<file path="config.mk">
export PLATFORM = sky130hd
export DESIGN_NAME = ber_tag_length_header_parser_flat
export DESIGN_NICKNAME = d
export VERILOG_FILES = /design/src/hdl/bthp_pkg.sv /design/src/hdl/bthp_if.sv /design/src/hdl/ber_tag_length_header_parser.sv /design/src/hdl/bthp_in_reg.sv /design/src/hdl/bthp_core.sv /design/src/hdl/bthp_out_reg.sv /design/src/flat_wrapper.sv
export SDC_FILE = /design/constraint.sdc
export NUM_CORES = 1
export LEC_CHECK = 0
export BUFFER_PORTS_ARGS = -buffer_cell sky130_fd_sc_hd__buf_4
export CORE_MARGIN = 1
export CORE_UTILIZATION = 25
export DETAILED_ROUTE_END_ITERATION = 16
export PLACE_DENSITY = 0.39
export SETUP_SLACK_MARGIN = 0.2
export SYNTH_ARGS = -nofsm -noshare
export SYNTH_HDL_FRONTEND = slang
export SYNTH_HIERARCHICAL = 1
export SYNTH_SLANG_ARGS = --single-unit
</file>
<file path="constraint.sdc">
create_clock -name clk_i -period 7.53 [get_ports clk_i]
set_input_delay 1.1295 -clock clk_i [delete_from_list [all_inputs] [get_ports clk_i]]
set_output_delay 1.1295 -clock clk_i [all_outputs]
set_load 0.05 [all_outputs]
</file>
<file path="src/hdl/bthp_pkg.sv">
// Shared types and constants of the BER tag/length header parser.
package bthp_pkg;

  localparam int LEN_BYTES_DEF = 4;
  localparam int TAG_BITS_DEF  = 32;

  localparam logic KIND_HDR = 1'b0;
  localparam logic KIND_EOC = 1'b1;

  localparam logic [7:0] ID_LONG_MASK = 8'h1F;
  localparam logic [7:0] CONS_MASK    = 8'h20;
  localparam logic [7:0] CLASS_MASK   = 8'hC0;
  localparam logic [7:0] LEN_INDEF    = 8'h80;
  localparam logic [7:0] LOW7_MASK    = 8'h7F;
  localparam logic [7:0] LEN_RESERVED = 8'hFF;

  typedef enum logic [1:0] {
    ST_OK   = 2'd0,
    ST_MORE = 2'd1,
    ST_BAD  = 2'd2,
    ST_OVF  = 2'd3
  } status_e;

  typedef struct packed {
    logic       kind;
    logic [7:0] data_byte;
    logic       stream_end;
  } bthp_item_t;

  typedef struct packed {
    status_e     status;
    logic        is_eoc_result;
    logic [1:0]  tag_class;
    logic        constructed;
    logic [31:0] tag_number;
    logic        length_indefinite;
    logic [31:0] length_value;
    logic [3:0]  header_bytes;
  } bthp_result_t;

endpackage

</file>
<file path="src/hdl/bthp_if.sv">
// Stream interfaces of the BER header parser: octet input and header result output.
interface bthp_in_if;
  logic       valid;
  logic       ready;
  logic       kind;
  logic [7:0] data_byte;
  logic       stream_end;

  modport source (output valid, kind, data_byte, stream_end, input ready);
  modport sink (input valid, kind, data_byte, stream_end, output ready);
endinterface

interface bthp_out_if;
  logic        valid;
  logic        ready;
  logic [1:0]  status;
  logic        is_eoc_result;
  logic [1:0]  tag_class;
  logic        constructed;
  logic [31:0] tag_number;
  logic        length_indefinite;
  logic [31:0] length_value;
  logic [3:0]  header_bytes;

  modport source (output valid, status, is_eoc_result, tag_class, constructed, tag_number,
                  length_indefinite, length_value, header_bytes, input ready);
  modport sink (input valid, status, is_eoc_result, tag_class, constructed, tag_number,
                length_indefinite, length_value, header_bytes, output ready);
endinterface

</file>
<file path="src/hdl/ber_tag_length_header_parser.sv">
// Top level of the BER identifier/length header parser.
//
//   channel | role   | payload
//   in_i    | sink   | kind, data_byte, stream_end
//   out_o   | source | status, is_eoc_result, tag_class, constructed, tag_number,
//           |        | length_indefinite, length_value, header_bytes
//
// One octet per cycle is taken while the result register has room; each octet is held
// in the input register, then decoded, and its result, if any, goes to the result register.
// Octets that only advance a header, and a first end-of-content zero, give no result.
// Reset clears the decode state and both stage valid flags; no clearing pass is needed.
// A stalled result holds in the result register; ready then drops back through the
// input stage, so nothing is lost while the sink waits.
module ber_tag_length_header_parser import bthp_pkg::*; #(
  parameter int LEN_BYTES = LEN_BYTES_DEF,
  parameter int TAG_BITS  = TAG_BITS_DEF
) (
  input logic         clk_i,
  input logic         rst_ni,
  bthp_in_if.sink     in_i,
  bthp_out_if.source  out_o
);

  bthp_item_t   in_item;
  bthp_item_t   held_item;
  logic         held_valid;
  logic         out_space;
  logic         step;
  logic         res_valid;
  bthp_result_t res;
  bthp_result_t out_res;

  assign in_item.kind       = in_i.kind;
  assign in_item.data_byte  = in_i.data_byte;
  assign in_item.stream_end = in_i.stream_end;

  assign step = held_valid && out_space;

  bthp_in_reg u_in_reg (
    .clk_i   (clk_i),
    .rst_ni  (rst_ni),
    .valid_i (in_i.valid),
    .ready_o (in_i.ready),
    .item_i  (in_item),
    .valid_o (held_valid),
    .take_i  (step),
    .item_o  (held_item)
  );

  bthp_core #(
    .LEN_BYTES (LEN_BYTES),
    .TAG_BITS  (TAG_BITS)
  ) u_core (
    .clk_i       (clk_i),
    .rst_ni      (rst_ni),
    .step_i      (step),
    .item_i      (held_item),
    .res_valid_o (res_valid),
    .res_o       (res)
  );

  bthp_out_reg u_out_reg (
    .clk_i   (clk_i),
    .rst_ni  (rst_ni),
    .load_i  (res_valid),
    .res_i   (res),
    .space_o (out_space),
    .valid_o (out_o.valid),
    .ready_i (out_o.ready),
    .res_o   (out_res)
  );

  assign out_o.status            = out_res.status;
  assign out_o.is_eoc_result     = out_res.is_eoc_result;
  assign out_o.tag_class         = out_res.tag_class;
  assign out_o.constructed       = out_res.constructed;
  assign out_o.tag_number        = out_res.tag_number;
  assign out_o.length_indefinite = out_res.length_indefinite;
  assign out_o.length_value      = out_res.length_value;
  assign out_o.header_bytes      = out_res.header_bytes;

endmodule

</file>
<file path="src/hdl/bthp_in_reg.sv">
// Input register stage: captures one octet request and holds it until the core takes it.
module bthp_in_reg import bthp_pkg::*; (
  input  logic       clk_i,
  input  logic       rst_ni,
  input  logic       valid_i,
  output logic       ready_o,
  input  bthp_item_t item_i,
  output logic       valid_o,
  input  logic       take_i,
  output bthp_item_t item_o
);

  logic       valid_q;
  bthp_item_t item_q;

  assign ready_o = !valid_q || take_i;
  assign valid_o = valid_q;
  assign item_o  = item_q;

  always_ff @(posedge clk_i or negedge rst_ni) begin
    if (!rst_ni) begin
      valid_q <= 1'b0;
    end else if (ready_o) begin
      valid_q <= valid_i;
    end
  end

  always_ff @(posedge clk_i) begin
    if (ready_o && valid_i) begin
      item_q <= item_i;
    end
  end

endmodule

</file>
<file path="src/hdl/bthp_core.sv">
// Header decode state and the per-octet step logic.
module bthp_core import bthp_pkg::*; #(
  parameter int LEN_BYTES = LEN_BYTES_DEF,
  parameter int TAG_BITS  = TAG_BITS_DEF
) (
  input  logic         clk_i,
  input  logic         rst_ni,
  input  logic         step_i,
  input  bthp_item_t   item_i,
  output logic         res_valid_o,
  output bthp_result_t res_o
);

  localparam int TagW = (TAG_BITS < 32) ? TAG_BITS : 32;
  localparam int LblW = $clog2(LEN_BYTES + 1);

  typedef enum logic [1:0] {
    PH_ID0  = 2'd0,
    PH_IDN  = 2'd1,
    PH_LEN0 = 2'd2,
    PH_LENN = 2'd3
  } phase_e;

  phase_e            phase_q, phase_d;
  logic [1:0]        class_q, class_d;
  logic              cons_q, cons_d;
  logic [TagW-1:0]   tag_q, tag_d;
  logic [LblW-1:0]   lbl_q, lbl_d;
  logic [31:0]       len_q, len_d;
  logic [3:0]        bc_q, bc_d;
  logic              indef_q, indef_d;
  logic              eoc1_q, eoc1_d;

  always_comb begin
    logic [7:0]      b;
    logic [6:0]      low7;
    logic [3:0]      bc_inc;
    logic [LblW-1:0] lbl_next;
    logic            fail;
    status_e         fail_st;
    logic            fin;
    logic            fin_indef;
    logic [31:0]     fin_len;

    b         = item_i.data_byte;
    low7      = b[6:0] & LOW7_MASK[6:0];
    bc_inc    = (bc_q < 4'd15) ? bc_q + 4'd1 : bc_q;
    lbl_next  = lbl_q;
    fail      = 1'b0;
    fail_st   = ST_OK;
    fin       = 1'b0;
    fin_indef = 1'b0;
    fin_len   = '0;

    phase_d = phase_q;
    class_d = class_q;
    cons_d  = cons_q;
    tag_d   = tag_q;
    lbl_d   = lbl_q;
    len_d   = len_q;
    bc_d    = bc_q;
    indef_d = indef_q;
    eoc1_d  = eoc1_q;

    res_valid_o = 1'b0;
    res_o       = '0;

    if (step_i) begin
      if (item_i.kind == KIND_EOC) begin
        phase_d = PH_ID0;
        res_o.is_eoc_result = 1'b1;
        if (!indef_q) begin
          res_valid_o = 1'b1;
        end else if (b != 8'd0) begin
          eoc1_d       = 1'b0;
          res_valid_o  = 1'b1;
          res_o.status = ST_BAD;
        end else if (eoc1_q) begin
          eoc1_d             = 1'b0;
          res_valid_o        = 1'b1;
          res_o.header_bytes = 4'd2;
        end else if (item_i.stream_end) begin
          res_valid_o  = 1'b1;
          res_o.status = ST_MORE;
        end else begin
          // first closing zero: wait for the second
          eoc1_d = 1'b1;
        end
      end else begin
        eoc1_d = 1'b0;
        unique case (phase_q)
          PH_ID0: begin
            bc_d    = 4'd1;
            class_d = 2'((b & CLASS_MASK) >> 6);
            cons_d  = (b & CONS_MASK) != 8'd0;
            tag_d   = '0;
            len_d   = '0;
            lbl_d   = '0;
            if ((b & ID_LONG_MASK) != ID_LONG_MASK) begin
              tag_d   = TagW'(b & ID_LONG_MASK);
              phase_d = PH_LEN0;
            end else begin
              phase_d = PH_IDN;
            end
            if (item_i.stream_end) begin
              fail    = 1'b1;
              fail_st = ST_MORE;
            end
          end
          PH_IDN: begin
            bc_d = bc_inc;
            if (bc_q == 4'd1 && low7 == 7'd0) begin
              fail    = 1'b1;
              fail_st = ST_BAD;
            end else if (tag_q[TagW-1 -: 7] != 7'd0) begin
              fail    = 1'b1;
              fail_st = ST_OVF;
            end else begin
              tag_d = {tag_q[TagW-8:0], low7};
              if (!b[7]) begin
                phase_d = PH_LEN0;
              end
              if (item_i.stream_end) begin
                fail    = 1'b1;
                fail_st = ST_MORE;
              end
            end
          end
          PH_LEN0: begin
            bc_d = bc_inc;
            if (!b[7]) begin
              fin     = 1'b1;
              fin_len = 32'(b);
            end else if (b == LEN_INDEF) begin
              fin       = 1'b1;
              fin_indef = 1'b1;
            end else if (b == LEN_RESERVED) begin
              fail    = 1'b1;
              fail_st = ST_BAD;
            end else if (low7 > 7'(LEN_BYTES)) begin
              fail    = 1'b1;
              fail_st = ST_OVF;
            end else begin
              lbl_d   = LblW'(low7);
              len_d   = '0;
              phase_d = PH_LENN;
              if (item_i.stream_end) begin
                fail    = 1'b1;
                fail_st = ST_MORE;
              end
            end
          end
          PH_LENN: begin
            bc_d = bc_inc;
            if (len_q[31:24] != 8'd0) begin
              fail    = 1'b1;
              fail_st = ST_OVF;
            end else begin
              len_d    = {len_q[23:0], b};
              lbl_next = (lbl_q != '0) ? lbl_q - 1'b1 : lbl_q;
              lbl_d    = lbl_next;
              if (lbl_next == '0) begin
                fin     = 1'b1;
                fin_len = {len_q[23:0], b};
              end else if (item_i.stream_end) begin
                fail    = 1'b1;
                fail_st = ST_MORE;
              end
            end
          end
        endcase

        if (fail) begin
          // drop the header and restart at an identifier octet
          phase_d            = PH_ID0;
          res_valid_o        = 1'b1;
          res_o.status       = fail_st;
          res_o.header_bytes = bc_d;
        end else if (fin) begin
          phase_d                 = PH_ID0;
          indef_d                 = fin_indef;
          res_valid_o             = 1'b1;
          res_o.tag_class         = class_q;
          res_o.constructed       = cons_q;
          res_o.tag_number        = 32'(tag_q);
          res_o.length_indefinite = fin_indef;
          res_o.length_value      = fin_len;
          res_o.header_bytes      = bc_d;
        end
      end
    end
  end

  always_ff @(posedge clk_i or negedge rst_ni) begin
    if (!rst_ni) begin
      phase_q <= PH_ID0;
      class_q <= '0;
      cons_q  <= 1'b0;
      tag_q   <= '0;
      lbl_q   <= '0;
      len_q   <= '0;
      bc_q    <= '0;
      indef_q <= 1'b0;
      eoc1_q  <= 1'b0;
    end else begin
      phase_q <= phase_d;
      class_q <= class_d;
      cons_q  <= cons_d;
      tag_q   <= tag_d;
      lbl_q   <= lbl_d;
      len_q   <= len_d;
      bc_q    <= bc_d;
      indef_q <= indef_d;
      eoc1_q  <= eoc1_d;
    end
  end

endmodule

</file>
<file path="src/hdl/bthp_out_reg.sv">
// Result register: holds one finished result until the sink takes it.
module bthp_out_reg import bthp_pkg::*; (
  input  logic         clk_i,
  input  logic         rst_ni,
  input  logic         load_i,
  input  bthp_result_t res_i,
  output logic         space_o,
  output logic         valid_o,
  input  logic         ready_i,
  output bthp_result_t res_o
);

  logic         valid_q;
  bthp_result_t res_q;

  assign space_o = !valid_q || ready_i;
  assign valid_o = valid_q;
  assign res_o   = res_q;

  always_ff @(posedge clk_i or negedge rst_ni) begin
    if (!rst_ni) begin
      valid_q <= 1'b0;
    end else if (space_o) begin
      valid_q <= load_i;
    end
  end

  always_ff @(posedge clk_i) begin
    if (space_o && load_i) begin
      res_q <= res_i;
    end
  end

endmodule

</file>
<file path="src/flat_wrapper.sv">
// flat-port wrapper written by rule: the top's interface ports become plain ports
module ber_tag_length_header_parser_flat import bthp_pkg::*;
#(
  parameter int LEN_BYTES = LEN_BYTES_DEF,
  parameter int TAG_BITS  = TAG_BITS_DEF
)
  (clk_i, rst_ni, in_i_valid, in_i_kind, in_i_data_byte, in_i_stream_end, in_i_ready, out_o_valid, out_o_status, out_o_is_eoc_result, out_o_tag_class, out_o_constructed, out_o_tag_number, out_o_length_indefinite, out_o_length_value, out_o_header_bytes, out_o_ready);
  bthp_in_if in_i_i ();
  bthp_out_if out_o_i ();
  input logic clk_i;
  input logic rst_ni;
  input wire logic [$bits(in_i_i.valid)-1:0] in_i_valid;
  input wire logic [$bits(in_i_i.kind)-1:0] in_i_kind;
  input wire logic [$bits(in_i_i.data_byte)-1:0] in_i_data_byte;
  input wire logic [$bits(in_i_i.stream_end)-1:0] in_i_stream_end;
  output wire logic [$bits(in_i_i.ready)-1:0] in_i_ready;
  output wire logic [$bits(out_o_i.valid)-1:0] out_o_valid;
  output wire logic [$bits(out_o_i.status)-1:0] out_o_status;
  output wire logic [$bits(out_o_i.is_eoc_result)-1:0] out_o_is_eoc_result;
  output wire logic [$bits(out_o_i.tag_class)-1:0] out_o_tag_class;
  output wire logic [$bits(out_o_i.constructed)-1:0] out_o_constructed;
  output wire logic [$bits(out_o_i.tag_number)-1:0] out_o_tag_number;
  output wire logic [$bits(out_o_i.length_indefinite)-1:0] out_o_length_indefinite;
  output wire logic [$bits(out_o_i.length_value)-1:0] out_o_length_value;
  output wire logic [$bits(out_o_i.header_bytes)-1:0] out_o_header_bytes;
  input wire logic [$bits(out_o_i.ready)-1:0] out_o_ready;
  assign in_i_i.valid = in_i_valid;
  assign in_i_i.kind = in_i_kind;
  assign in_i_i.data_byte = in_i_data_byte;
  assign in_i_i.stream_end = in_i_stream_end;
  assign in_i_ready = in_i_i.ready;
  assign out_o_valid = out_o_i.valid;
  assign out_o_status = out_o_i.status;
  assign out_o_is_eoc_result = out_o_i.is_eoc_result;
  assign out_o_tag_class = out_o_i.tag_class;
  assign out_o_constructed = out_o_i.constructed;
  assign out_o_tag_number = out_o_i.tag_number;
  assign out_o_length_indefinite = out_o_i.length_indefinite;
  assign out_o_length_value = out_o_i.length_value;
  assign out_o_header_bytes = out_o_i.header_bytes;
  assign out_o_i.ready = out_o_ready;
  ber_tag_length_header_parser #(.LEN_BYTES(LEN_BYTES), .TAG_BITS(TAG_BITS)) u_core (.clk_i(clk_i), .rst_ni(rst_ni), .in_i(in_i_i), .out_o(out_o_i));
endmodule
</file>
==> impl_metrics.toml <==
[route]
wirelength_um = 16750
first_pass_iters = 5
ant_nets = 0
via_per_inst = 4.298
dr.first_iter.drc_count = 360
wire_per_inst_um = 15.57
vias = 4625
drc = 0

[critical_path]
ff2ff_path_depth = 9
crit_type = "reg -> reg"
critPathCaptureType = "register"
crit_family = "simple AND/OR/NAND/NOR gates"
r2r-end = "u_core/u_out_reg/res_o[23]$_DFFE_PP_"
r2r_start = "u_core/u_core/lbl_q[0]$_DFFE_PN0P_"
cp_max_fo = 75
reg2reg_slack_ps = 3680
crit_path_frequent_cell = "ha_1"
crit_path_top_delay_cell = "and2_4"
path_cells = "inv_1 > ha_1 > ha_1 > nor4bb_1 > o2111ai_2 > o21ai_0 > nor2_1 > o22ai_1 > and2_4"
arrival_ps = 3890
worstSetupStartpointType = "register"
critical_path_required_ps = 7570
critPathBufInv = 1
max_stage_delay_ps = 830

[global_routing]
grt.total_usage_pct = 12.16
grt_pass1_vias = 4604
grt_start_max_net_pins = 76
antenna_found_initial = 0
grt_pass1_wl_um = 26420
grt_overflow = 0

[timing]
finalSetupTns_ps = 0
fin_crit_ps = 3852
setup_viol = 0
slew_headroom_pct = 30.32
fmax_mhz = 259.6
worst_pin_slew_ps = 1045
rsz0062_at_grt = "false"
finalHoldViolCount = 0
maxSlewViolCount = 0
whs_ps = 480.2
period_share_pct = 51.15
skew_ps = 12.35

[die]
core-area_um2 = 27250
ios = 91
die_width_um = 169.4
start_util_pct = 25.71
die-area_um2 = 28700
die_height_um = 169.4
rows = 60

[clock_network]
clk_pin_slew_worst_paths_ps = 70
post_cts_buffers = 0
clock_path_buffers = 2
ctsHoldBuffers = 0
cts_resized = 0
cts.sinks = 165
root_buffer = "clkbuf_16"
cts_tree = "built"
cts_max_level = 4
worstSkewPairLatency_ps = 420
numCtsBuffers = 17

[place]
dp_hpwl_um = 11020
dp_cells = 1044
gp_congestion = 0.7791
io_buffer_count = 90
place_area_um2 = 8036

[power_and_ir_drop]
vdd_drop_max_mv = 0.2074
power_mw = 2.934
p_per_area_nw_per_um2 = 339.9
p_leak_nw = 3.402

[yosys]
ys_seq_area_share_pct = 65.00
avgSynthCellArea_um2 = 11.51
async_flop_share_pct = 48.48
syn_inst = 609
synth_ff_type = "edfxtp_1"
synthDistinctLibCells = 57
ys_ff_latch = 165
yosysWarnings = 6
syn-num-nets = 633
syn_area_um2 = 7007
synth_edf_count = 85

[cells_and_area]
nets = 715
final_common_cell = "nand2_1"
seqCellArea_um2 = 4554
final_cells = 1076
layout_common_cells = "nand2_1 (149), buf_4 (94), edfxtp_1 (85)"
layout-drive-gt1-share_pct = 21.02
nFillCells = 2791
area_growth_pct = 23.18
multi_input_area_um2 = 2258
n_antenna_cell = 0
final_area_um2 = 8631

[job]
cap_violations = 0

[worst_hold_path]
hold-path-cell-count = 2
hp-start = "u_core/u_core/class_q[1]$_DFFE_PN0P_"
min_path_type = "reg -> reg"
min_to = "u_core/u_core/class_q[1]$_DFFE_PN0P_"

[run_status]
status = "finished, final reports clean"
==> stage by stage <==
step | utilization [%] | worst slack, ps
after global placement | 29.49 | 3796
after global routing | 31.67 | 3262
after detailed placement | 29.49 | 3644
after floorplan | - | 4473
after CTS | 31.67 | 3661
final | 31.67 | 3678
==> Yosys cell counts, types with 4 or more instances <==
cell / instances / share of area, %
inv_1: 14 / 0.75
nor3_1: 8 / 0.57
edfxtp_1: 85 / 36
a21oi_1: 10 / 0.71
o22ai_1: 4 / 0.36
ha_1: 10 / 1.8
nor4_1: 4 / 0.36
clkbuf_1: 20 / 1.1
o21ai_0: 70 / 5.0
dfrtp_1: 80 / 29
nand3_1: 7 / 0.50
nor2_1: 7 / 0.38
buf_2: 6 / 0.43
nand2_1: 149 / 8.0
and2_1: 68 / 6.1
==> layer usage <==
| metal | GRT usage, % | up-vias | share of wire [%] |
|---|---|---|---|
| met2 | 18.73 | 113 | 46 |
| li1 | - | 2276 | - |
| met3 | 2.822 | 14 | 4.6 |
| met1 | 16.86 | 2222 | 49 |
| met4 | 3.799 | 0 | 0.95 |
| met5 | 0 | - | 0 |
==> sequential cells by signal, indices dropped and copies added (netlist names) <==
signal and flops:
u_core/u_out_reg/res_o 75, u_core/u_core/len_q 32, u_core/u_core/tag_q 32, u_core/u_in_reg/item_o 10
u_core/u_core/bc_q 4, u_core/u_core/lbl_q 3, u_core/u_core/class_q 2, u_core/u_core/phase_q 2
u_core/u_core/cons_q 1, u_core/u_core/eoc1_q 1, u_core/u_core/indef_q 1, u_core/u_in_reg/valid_o 1
u_core/u_out_reg/valid_o 1
==> worst register-to-register path, stage by stage, from the launching register on <==
cell,delay (ps)
dfrtp_1,440
inv_1,70
ha_1,220
ha_1,260
nor4bb_1,470
o2111ai_2,280
o21ai_0,350
nor2_1,220
o22ai_1,250
and2_4,830
==> layout make-up <==
| type | count | share of cell area (%) |
|---|---|---|
| flip-flops and latches | 165 | 52.77 |
| multi-input cells | 399 | 26.17 |
| repair buffers | 94 | 8.176 |
| well taps | 372 | 5.393 |
| clock buffers | 18 | 4.972 |
| clock inverters | 14 | 1.914 |
| inverters | 14 | 0.6089 |
==> worst max-delay path by stage <==
stage,startpoint,endpoint,slack [ps],cells past startpoint
after floorplan,u_core/u_core/lbl_q[0]$_DFFE_PN0P_,u_core/u_out_reg/res_o[0]$_DFFE_PP_,4470,9
after global placement,out_o_ready,u_core/u_core/lbl_q[1]$_DFFE_PN0P_,3800,8
after detailed placement,u_core/u_core/lbl_q[0]$_DFFE_PN0P_,u_core/u_out_reg/res_o[24]$_DFFE_PP_,3640,9
after CTS,u_core/u_core/lbl_q[0]$_DFFE_PN0P_,u_core/u_out_reg/res_o[69]$_DFFE_PP_,3660,9
after global routing,u_core/u_core/lbl_q[0]$_DFFE_PN0P_,u_core/u_out_reg/res_o[23]$_DFFE_PP_,3260,9
final,u_core/u_core/lbl_q[0]$_DFFE_PN0P_,u_core/u_out_reg/res_o[23]$_DFFE_PP_,3680,9
==> logic make-up (layout without fill, tap and decap cells) <==
kind of cell / Yosys count / after routing / synth area share [%]
compound gates: 113 / 113 / 10.21
xor+xnor: 1 / 1 / 0.1250
fa+ha+maj: 10 / 10 / 1.786
buf+inv: 45 / 140 / 2.786
flops: 165 / 165 / 65.00
mux: 3 / 3 / 0.4821
simple gates: 272 / 272 / 19.61
==> power breakdown <==
group	internal, mW	total [mW]	switching (mW)
registers	1.12	1.21	0.0892
clock network	0.499	0.890	0.390
logic	0.218	0.832	0.614
total	1.84	2.93	1.09
Note: power is estimated with default switching activity, not from simulation.
